`config.mk`:
```
export PLATFORM = sky130hd
export DESIGN_NAME = intel_hex_record_parser
export DESIGN_NICKNAME = d
export VERILOG_FILES = /design/src/ihp_pkg.sv /design/src/ihp_hex_digit.sv /design/src/ihp_parser.sv /design/src/intel_hex_record_parser.sv
export SDC_FILE = /design/constraint.sdc
export NUM_CORES = 1
export LEC_CHECK = 0
export BUFFER_PORTS_ARGS = -buffer_cell sky130_fd_sc_hd__clkbuf_2
export CAP_MARGIN = 20
export CORE_ASPECT_RATIO = 2
export CORE_MARGIN = 4
export CORE_UTILIZATION = 50
export DETAILED_ROUTE_END_ITERATION = 8
export GPL_ROUTABILITY_DRIVEN = 1
export PLACE_DENSITY = 0.72
export REMOVE_ABC_BUFFERS = 1
export SETUP_SLACK_MARGIN = 0.1
export SLEW_MARGIN = 20
export SYNTH_ARGS = -nofsm -noshare
export SYNTH_HDL_FRONTEND = slang
export SYNTH_HIERARCHICAL = 1
export SYNTH_SLANG_ARGS = --single-unit
```
`constraint.sdc`:
```
create_clock -name i_clk -period 2.5 [get_ports i_clk]
set_clock_uncertainty 0.1 [all_clocks]
set_input_delay 0.125 -clock i_clk [delete_from_list [all_inputs] [get_ports i_clk]]
set_output_delay 0.125 -clock i_clk [all_outputs]
set_load 0.03 [all_outputs]
```
`src/ihp_pkg.sv`:
```
// Shared types and character constants of the Intel HEX record parser.
package ihp_pkg;

    localparam logic [7:0] CHR_COLON   = 8'h3A;
    localparam logic [7:0] CHR_0       = 8'h30;
    localparam logic [7:0] CHR_9       = 8'h39;
    localparam logic [7:0] CHR_UPPER_A = 8'h41;
    localparam logic [7:0] CHR_UPPER_F = 8'h46;
    localparam logic [7:0] CHR_LOWER_A = 8'h61;
    localparam logic [7:0] CHR_LOWER_F = 8'h66;
    localparam logic [7:0] CHR_NEWLINE = 8'h0A;

    localparam logic [7:0] REC_DATA = 8'h00;
    localparam logic [7:0] REC_EOF  = 8'h01;

    localparam int ADDR_W = 17;

    // Decoded hex digit.
    typedef struct packed {
        logic       ok;
        logic [3:0] value;
    } t_digit;

    // One result transaction.
    typedef struct packed {
        logic              write_valid;
        logic [ADDR_W-1:0] write_address;
        logic [7:0]        write_data;
        logic              end_seen;
    } t_result;

endpackage

```
`src/ihp_hex_digit.sv`:
```
// ASCII hex digit decoder.
module ihp_hex_digit (
    input  logic [7:0]      i_char,
    output ihp_pkg::t_digit o_digit
);

    logic [7:0] w_lower;
    logic [7:0] w_upper;
    logic [7:0] w_num;

    assign w_num   = i_char - ihp_pkg::CHR_0;
    assign w_upper = i_char - ihp_pkg::CHR_UPPER_A + 8'd10;
    assign w_lower = i_char - ihp_pkg::CHR_LOWER_A + 8'd10;

    always_comb begin
        o_digit = '0;
        if (i_char >= ihp_pkg::CHR_0 && i_char <= ihp_pkg::CHR_9) begin
            o_digit.ok    = 1'b1;
            o_digit.value = w_num[3:0];
        end else if (i_char >= ihp_pkg::CHR_UPPER_A && i_char <= ihp_pkg::CHR_UPPER_F) begin
            o_digit.ok    = 1'b1;
            o_digit.value = w_upper[3:0];
        end else if (i_char >= ihp_pkg::CHR_LOWER_A && i_char <= ihp_pkg::CHR_LOWER_F) begin
            o_digit.ok    = 1'b1;
            o_digit.value = w_lower[3:0];
        end
    end

endmodule

```
`src/ihp_parser.sv`:
```
// Record state machine and result register of the Intel HEX record parser.
module ihp_parser (
    input  logic             i_clk,
    input  logic             i_rst_n,
    input  logic             i_step,
    input  logic [7:0]       i_char,
    output ihp_pkg::t_result o_result
);

    typedef enum logic [2:0] {
        PH_START,
        PH_SKIP,
        PH_COUNT,
        PH_ADDRH,
        PH_ADDRL,
        PH_TYPE,
        PH_DATA,
        PH_TRAIL
    } t_phase;

    t_phase           r_phase,   n_phase;
    logic [3:0]       r_pend,    n_pend;
    logic             r_pend_bad, n_pend_bad;
    logic             r_half,    n_half;
    logic [7:0]       r_length,  n_length;
    logic [15:0]      r_base,    n_base;
    logic [7:0]       r_index,   n_index;
    logic             r_stopped, n_stopped;
    ihp_pkg::t_result r_result,  n_result;

    ihp_pkg::t_digit  w_digit;
    logic [7:0]       w_byte;
    logic [7:0]       w_index_inc;

    ihp_hex_digit u_digit (
        .i_char  (i_char),
        .o_digit (w_digit)
    );

    assign w_byte      = (r_pend_bad || !w_digit.ok) ? 8'h00 : {r_pend, w_digit.value};
    assign w_index_inc = r_index + 8'd1;

    always_comb begin
        n_phase    = r_phase;
        n_pend     = r_pend;
        n_pend_bad = r_pend_bad;
        n_half     = r_half;
        n_length   = r_length;
        n_base     = r_base;
        n_index    = r_index;
        n_stopped  = r_stopped;
        n_result   = '0;

        if (!r_stopped) begin
            if (i_char == ihp_pkg::CHR_NEWLINE) begin
                n_phase = PH_START;
                n_half  = 1'b0;
            end else if (r_phase == PH_START) begin
                n_phase = (i_char == ihp_pkg::CHR_COLON) ? PH_COUNT : PH_SKIP;
                n_half  = 1'b0;
            end else if (r_phase != PH_SKIP && r_phase != PH_TRAIL) begin
                if (!r_half) begin
                    n_pend     = w_digit.value;
                    n_pend_bad = !w_digit.ok;
                    n_half     = 1'b1;
                end else begin
                    n_half = 1'b0;
                    unique case (r_phase)
                        PH_COUNT: begin
                            n_length = w_byte;
                            n_phase  = PH_ADDRH;
                        end
                        PH_ADDRH: begin
                            n_base  = {w_byte, 8'h00};
                            n_phase = PH_ADDRL;
                        end
                        PH_ADDRL: begin
                            n_base  = {r_base[15:8], w_byte};
                            n_phase = PH_TYPE;
                        end
                        PH_TYPE: begin
                            n_index = 8'd0;
                            if (w_byte == ihp_pkg::REC_EOF) begin
                                n_stopped = 1'b1;
                                n_phase   = PH_TRAIL;
                            end else if (w_byte == ihp_pkg::REC_DATA && r_length != 8'd0) begin
                                n_phase = PH_DATA;
                            end else begin
                                n_phase = PH_TRAIL;
                            end
                        end
                        PH_DATA: begin
                            n_result.write_valid   = 1'b1;
                            n_result.write_address = {1'b0, r_base} + {9'd0, r_index};
                            n_result.write_data    = w_byte;
                            n_index                = w_index_inc;
                            if (w_index_inc >= r_length) begin
                                n_phase = PH_TRAIL;
                            end
                        end
                        default: begin
                            n_phase = r_phase;
                        end
                    endcase
                end
            end
        end
        n_result.end_seen = n_stopped;
    end

    always_ff @(posedge i_clk) begin
        if (!i_rst_n) begin
            r_phase    <= PH_START;
            r_pend     <= 4'd0;
            r_pend_bad <= 1'b0;
            r_half     <= 1'b0;
            r_length   <= 8'd0;
            r_base     <= 16'd0;
            r_index    <= 8'd0;
            r_stopped  <= 1'b0;
            r_result   <= '0;
        end else if (i_step) begin
            r_phase    <= n_phase;
            r_pend     <= n_pend;
            r_pend_bad <= n_pend_bad;
            r_half     <= n_half;
            r_length   <= n_length;
            r_base     <= n_base;
            r_index    <= n_index;
            r_stopped  <= n_stopped;
            r_result   <= n_result;
        end
    end

    assign o_result = r_result;

endmodule

```
`src/intel_hex_record_parser.sv`:
```
// Top level of the Intel HEX record parser: input register and handshake control.
//
// Usage:
//   Input channel carries one ASCII character of hex file text per transaction
//   (i_valid / o_stall / i_char_in). Output channel carries exactly one result
//   transaction per input character (o_valid / i_stall / o_write_*, o_end_seen).
//   A result with o_write_valid high is a data byte of a type 00 record at
//   o_write_address; otherwise address and data read zero. o_end_seen rises
//   with the end-of-file record and stays high; later characters are ignored.
// Path: a character taken lands in the input register, and its result is loaded
//   into the result register when the input register advances, which waits while
//   i_stall holds the previous result.
// Throughput: one character per cycle while i_stall is low; the record state
//   update is combinational decode logic between the input and result registers.
// Reset (i_rst_n low, synchronous): both registers empty, parser back at line
//   start, end flag cleared.
// Stall: while i_stall holds a result, the input register still takes one more
//   character; o_stall rises only when both registers are full.
module intel_hex_record_parser (
    input  logic        i_clk,
    input  logic        i_rst_n,
    input  logic        i_valid,
    output logic        o_stall,
    input  logic [7:0]  i_char_in,
    output logic        o_valid,
    input  logic        i_stall,
    output logic        o_write_valid,
    output logic [16:0] o_write_address,
    output logic [7:0]  o_write_data,
    output logic        o_end_seen
);

    logic             r_in_valid;
    logic [7:0]       r_in_char;
    logic             r_out_valid;
    logic             w_advance;
    logic             w_accept;
    ihp_pkg::t_result w_result;

    // Item moves from the input register into the result register.
    assign w_advance = r_in_valid && (!r_out_valid || !i_stall);
    // Input register is blocked only when it is full and cannot drain.
    assign o_stall   = r_in_valid && r_out_valid && i_stall;
    assign w_accept  = i_valid && !o_stall;

    always_ff @(posedge i_clk) begin
        if (!i_rst_n) begin
            r_in_valid  <= 1'b0;
            r_out_valid <= 1'b0;
        end else begin
            if (w_accept) begin
                r_in_valid <= 1'b1;
            end else if (w_advance) begin
                r_in_valid <= 1'b0;
            end
            if (w_advance) begin
                r_out_valid <= 1'b1;
            end else if (!i_stall) begin
                r_out_valid <= 1'b0;
            end
        end
    end

    // Payload holds no reset.
    always_ff @(posedge i_clk) begin
        if (w_accept) begin
            r_in_char <= i_char_in;
        end
    end

    ihp_parser u_parser (
        .i_clk    (i_clk),
        .i_rst_n  (i_rst_n),
        .i_step   (w_advance),
        .i_char   (r_in_char),
        .o_result (w_result)
    );

    assign o_valid         = r_out_valid;
    assign o_write_valid   = w_result.write_valid;
    assign o_write_address = w_result.write_address;
    assign o_write_data    = w_result.write_data;
    assign o_end_seen      = w_result.end_seen;

endmodule

```
# After elaboration in Yosys (flattened, before gate mapping)
# Cells that the tools add are included.
# classes
add_sub_neg,7
mul,0
n_div,0
order_cmp,7
eq_ne,12
shift,0
n_mux,36
n_bitwise,5
n_reduce_logical,31
# ops
op,count
$mux 26,6
$pmux 16 s2,1
$reduce_and 7->1,3
$mux 3,6
$add 16x8->17,1
$ge 8x7->1 const B,2
$le 8x7->1 const B,2
$mux 1,16
$pmux 8 s2,1
$mux 5,3
$pmux 3 s5,1
$reduce_and 6->1,2
$sub 4x1->4 const B,3
$eq 3x3->1 const B,3
$logic_and 1x1->1,9
$add 4x4->4 const B,2
$add 8x1->8 const B,1
$eq 8x1->1 const B,1
$eq 8x4->1 const B,1
$eq 8x6->1 const B,1
$ge 8x6->1 const B,1
$ge 8x8->1,1
$le 8x6->1 const B,1
$logic_not 8->1,1
17 further kinds,29
# word_totals
regBits,78
latch_bits,0
ram_bits,0
rom_bits,0
input_bits,12
out_inout_bits,29
elab_cells,113
mem_count,0

# Logic depth before layout (Yosys ltp)
# depth
ltp_word,17
ltp_mapped,11
ltp_nobuf,10

# Hierarchy
# Netlist, hierarchy kept.
# by_module_without_submodules
module,n_inst,cells_each,area_each_um2,seq_area_each_um2
ihp_parser,1,426,3772.4,1361.3
intel_hex_record_parser,1,16,324.1,280.3
ihp_hex_digit,1,25,190.2,0.0

# Worst setup path before layout
# OpenSTA, ideal clock, no wires.
# synth_path
kind,reg2reg
from,register r_in_char[4]
to,register u_parser.r_base[14]
arrival_time_ns,2.444
required_time_ns,2.330
setup_slack_ns,-0.114
path_stages_with_launch,10
period_less_slack_ns,2.614
cell_sequence,edfxtp_1 or4b_4 a311oi_2 or2_1 nor2b_1 buf_2 clkbuf_1 nand2_1 or3_1 a21boi_1
# synth_lines
item,line,source
"start, declared",intel_hex_record_parser.sv:34,logic [7:0] r_in_char;
"start signal, assigned",intel_hex_record_parser.sv:67,r_in_char <= i_char_in;
"end signal, assigned",ihp_parser.sv:128,r_base <= n_base;
"end, declared",ihp_parser.sv:26,"logic [15:0] r_base, n_base;"

==> flow_summary.ini <==
[run_status]
status = finished, violations left
failed_checks = setup timing

[clock_tree]
path_clk_slew_ps = 60
cts_buffers = 9
cts_root_buf = clkbuf_16
clock_latency_ps = 340
cts_num_sinks = 78
cts_tree = done
htreeDepth = 3
cts_buffer_depth = 2

[power_and_ir_drop]
worst_ir_drop_vdd_mv = 0.4100
pwr_density_cell_mw_per_mm2 = 505.2
power.leakage_uw = 0.002335

[floorplan]
rows = 47
core_area_mm2 = 0.008351
ios = 41
die_area_mm2 = 0.01021
die_h_um = 138.9
die_w_um = 73.47
start_util_pct = 51.33

[synthesis]
synth_cells = 467
yosysSeqAreaShare_pct = 38.30
synth_flop_cell = dfxtp_1
synthArstFlopShare_pct = 0
yosys_register_bits = 78
netlist_area_mm2 = 0.004287
synth_warnings = 6
synth-edff-count = 8
syn_area_per_cell_um2 = 9.179
synth_cell_types = 73

[global_routing]
antenna_found_initial = 0
grt_use_total_pct = 23.16
grt_pass1_vias = 3783
grt_max_degree = 24
grt_pass1_wl_mm = 18.18
grt_overflow_total = 0

[final_layout]
syn2layout_area_growth_pct = 32.63
antenna_cells = 0
drive_gt1_share_pct = 31.24
layout.nets = 601

[setup_path]
arrival_ps = 2780
cpMostUsedCell = a21boi_1
crit_required_ps = 2670
slowest_stage = nor4bb_1
path_cells = buf_4 -> nor4bb_1 -> a21boi_1 -> or2_1 -> nor2b_4 -> buf_6 -> nand2_2 -> or3_1 -> a21boi_1
critPathKind = reg2reg
end_kind = flop
slowest_delay_ps = 510
cp-start-kind = flop
worst-path-max-fanout = 6

[drt]
vias = 3931
drt_iter0_drc = 159
wl_mm = 11.81
route.detailed.drc = 0
detail_route.first_pass.iterations = 4
postRouteAntennaNets = 0
wl_per_cell_um = 17.60
avgViaCountPerCell = 5.858

[timing]
worst_slack_ps = -109.9
hold_violations = 0
timing.setup.tns_ps = -520.4
setup_viol = 11
rsz0062_at_grt = yes
maxSlewHeadroom_pct = 55.56
period_minus_slack_ps = 2610
max_slew.worst_pin.slew_ps = 665.3
max_freq_mhz = 383.2
holdWs_ps = 210.3
finalCritPeriodShare_pct = 104.4
drv_slew = 0

[flow_run]
maxCapViolCount = 0

[placement]
port_buffers = 40
post-dp-hpwl_mm = 8.384
place.gp.congestion = 0.9224

[hold_path]
hp-class = in2reg
[power breakdown]
part / internal [µW] / total (µW) / switching, µW
Sequential: 1270 / 1290 / 16.5
Clock: 887 / 1400 / 509
Combinational: 88.3 / 187 / 98.2
Total: 2250 / 2870 / 624
[synth_stat cells, types with 2 or more instances]
cell / instances / area (µm²)
a211oi_1: 5 / 37.54
a21oi_1: 12 / 60.06
nor2_1: 15 / 56.30
buf_2: 5 / 25.02
nand4_1: 6 / 37.54
o31a_1: 2 / 17.52
nand2_1: 41 / 153.9
and3_1: 2 / 12.51
nand2b_1: 7 / 43.79
nand3_1: 17 / 85.08
a32o_1: 8 / 80.08
a21o_1: 4 / 30.03
a21boi_0: 13 / 97.59
nor3b_1: 2 / 15.01
or4_1: 2 / 15.01
o22ai_1: 9 / 56.30
a221o_1: 2 / 20.02
o21a_1: 4 / 30.03
nor2b_1: 22 / 137.6
a21boi_1: 2 / 15.01
o211ai_1: 3 / 22.52
and2_1: 21 / 131.4
xnor2_1: 3 / 26.28
nor4_1: 5 / 31.28
and3b_1: 2 / 17.52
o21bai_1: 4 / 30.03
nor3_1: 10 / 50.05
mux2i_1: 14 / 140.1
ha_1: 20 / 250.2
buf_4: 2 / 15.01
o21ai_0: 18 / 90.09
o32ai_1: 2 / 17.52
a21bo_2: 2 / 20.02
or2_2: 2 / 12.51
inv_1: 23 / 86.33
clkbuf_1: 13 / 48.80
dfxtp_1: 70 / 1401
xor2_1: 15 / 131.4
a22oi_1: 5 / 37.54
buf_6: 4 / 45.04
or3_1: 9 / 56.30
edfxtp_1: 8 / 240.2
and4_1: 2 / 17.52
[through the flow]
stage                     total power (µW)  cells  util [%]  instance area (µm²)  worst slack [ps]
final                                 2872    671     68.09                 5685            -109.9
after global routing                  2967    671     68.09                 5685            -211.1
after CTS                             2876    659     64.94                 5423             47.78
after detailed placement              1462    626     57.97                 4841            -92.51
after global placement                1456    626     57.97                 4841           -0.1052
after floorplan                       1393    442         -                 4149            -720.3
[final cells by class]
type / instances / area, µm²
clock inverters: 4 / 51.30
repair buffers: 115 / 828.3
flip-flops and latches: 78 / 1658
multi-input cells: 341 / 2661
well taps: 98 / 122.6
inverters: 23 / 86.33
clock buffers: 12 / 277.8
fillers: 656 / 2665
[routing by layer]
layer / routed length [µm] / part of all wire (%) / up-vias / global-route usage (%)
met3: 373 / 3.2 / 39 / 4.427
met4: 539 / 4.6 / 0 / 12.70
li1: - / - / 1896 / -
met5: 0 / 0 / - / 0
met1: 4128 / 35 / 1895 / 22.94
met2: 6765 / 57 / 101 / 42.65
[worst max-delay path, delay by kind of cell (launching register included)]
family	cells	cell delay (ps)
compound gates	2	460
buf+inv	2	280
flops	1	350
simple gates	5	1350
[cell usage in the layout, fill, tap and decap left out, types with 7 or more instances in the layout]
| cell | netlist | final |
|---|---|---|
| inv_1 | 23 | 22 |
| nand2b_1 | 7 | 7 |
| nor2_1 | 15 | 13 |
| ha_1 | 20 | 16 |
| edfxtp_1 | 8 | 8 |
| o21ai_0 | 18 | 16 |
| and2_1 | 21 | 21 |
| dfxtp_1 | 70 | 65 |
| nor3_1 | 10 | 8 |
| a21boi_1 | 2 | 8 |
| dlygate4sd3_1 | 0 | 10 |
| mux2i_1 | 14 | 13 |
| or3_1 | 9 | 9 |
| a32o_1 | 8 | 8 |
| nand3_1 | 17 | 14 |
| clkbuf_2 | 0 | 40 |
| nand2_1 | 41 | 36 |
| nor2b_1 | 22 | 21 |
| clkbuf_16 | 0 | 10 |
| xor2_1 | 15 | 14 |
| a21oi_1 | 12 | 11 |
| buf_4 | 2 | 59 |
[state kept, by name, indices dropped and copies added (netlist names)]
register / flops
u_parser/o_result: 27
u_parser/r_pend_bad: 1
o_valid: 1
u_parser/r_phase: 3
r_in_valid: 1
r_in_char: 8
u_parser/r_index: 8
u_parser/r_base: 16
u_parser/r_half: 1
u_parser/r_length: 8
u_parser/r_pend: 4
[logic make-up (layout without fill, tap and decap cells)]
family          count (synthesis)  in the layout  share of synthesized area, %
mux                            14             14                         3.269
compound gates                109            109                         18.91
buf+inv                        48            154                         5.224
xor+xnor                       18             18                         3.678
simple gates                  179            179                         24.31
fa+ha+maj                      21             21                         6.305
flops                          78             78                         38.30
[final timing paths]
path / slack [ps] / depth (start not counted) / startpoint / end
worst max-delay path: -110 / 9 / r_in_char[4]$_DFFE_PP_ / u_parser/r_base[14]$_SDFFE_PN0P_
worst min-delay path: 210 / 2 / i_rst_n / u_parser/o_result[25]$_SDFFE_PN0P_
worst max register to register: -110 / 9 / r_in_char[4]$_DFFE_PP_ / u_parser/r_base[14]$_SDFFE_PN0P_
worst min register to register: 350 / 2 / u_parser/o_result[17]$_SDFFE_PN0P_ / u_parser/o_result[17]$_SDFFE_PN0P_
[timing repair]
action / 4_1_cts / 5_1_grt
pin swaps: 14 / 25
setup endpoints to repair: 27 / 40
hold endpoints to repair: 10 / 0
hold buffers: 10 / 0
gates resized for setup: 30 / 40
setup buffers: 7 / 12
Power figures use the tool's default switching activity.
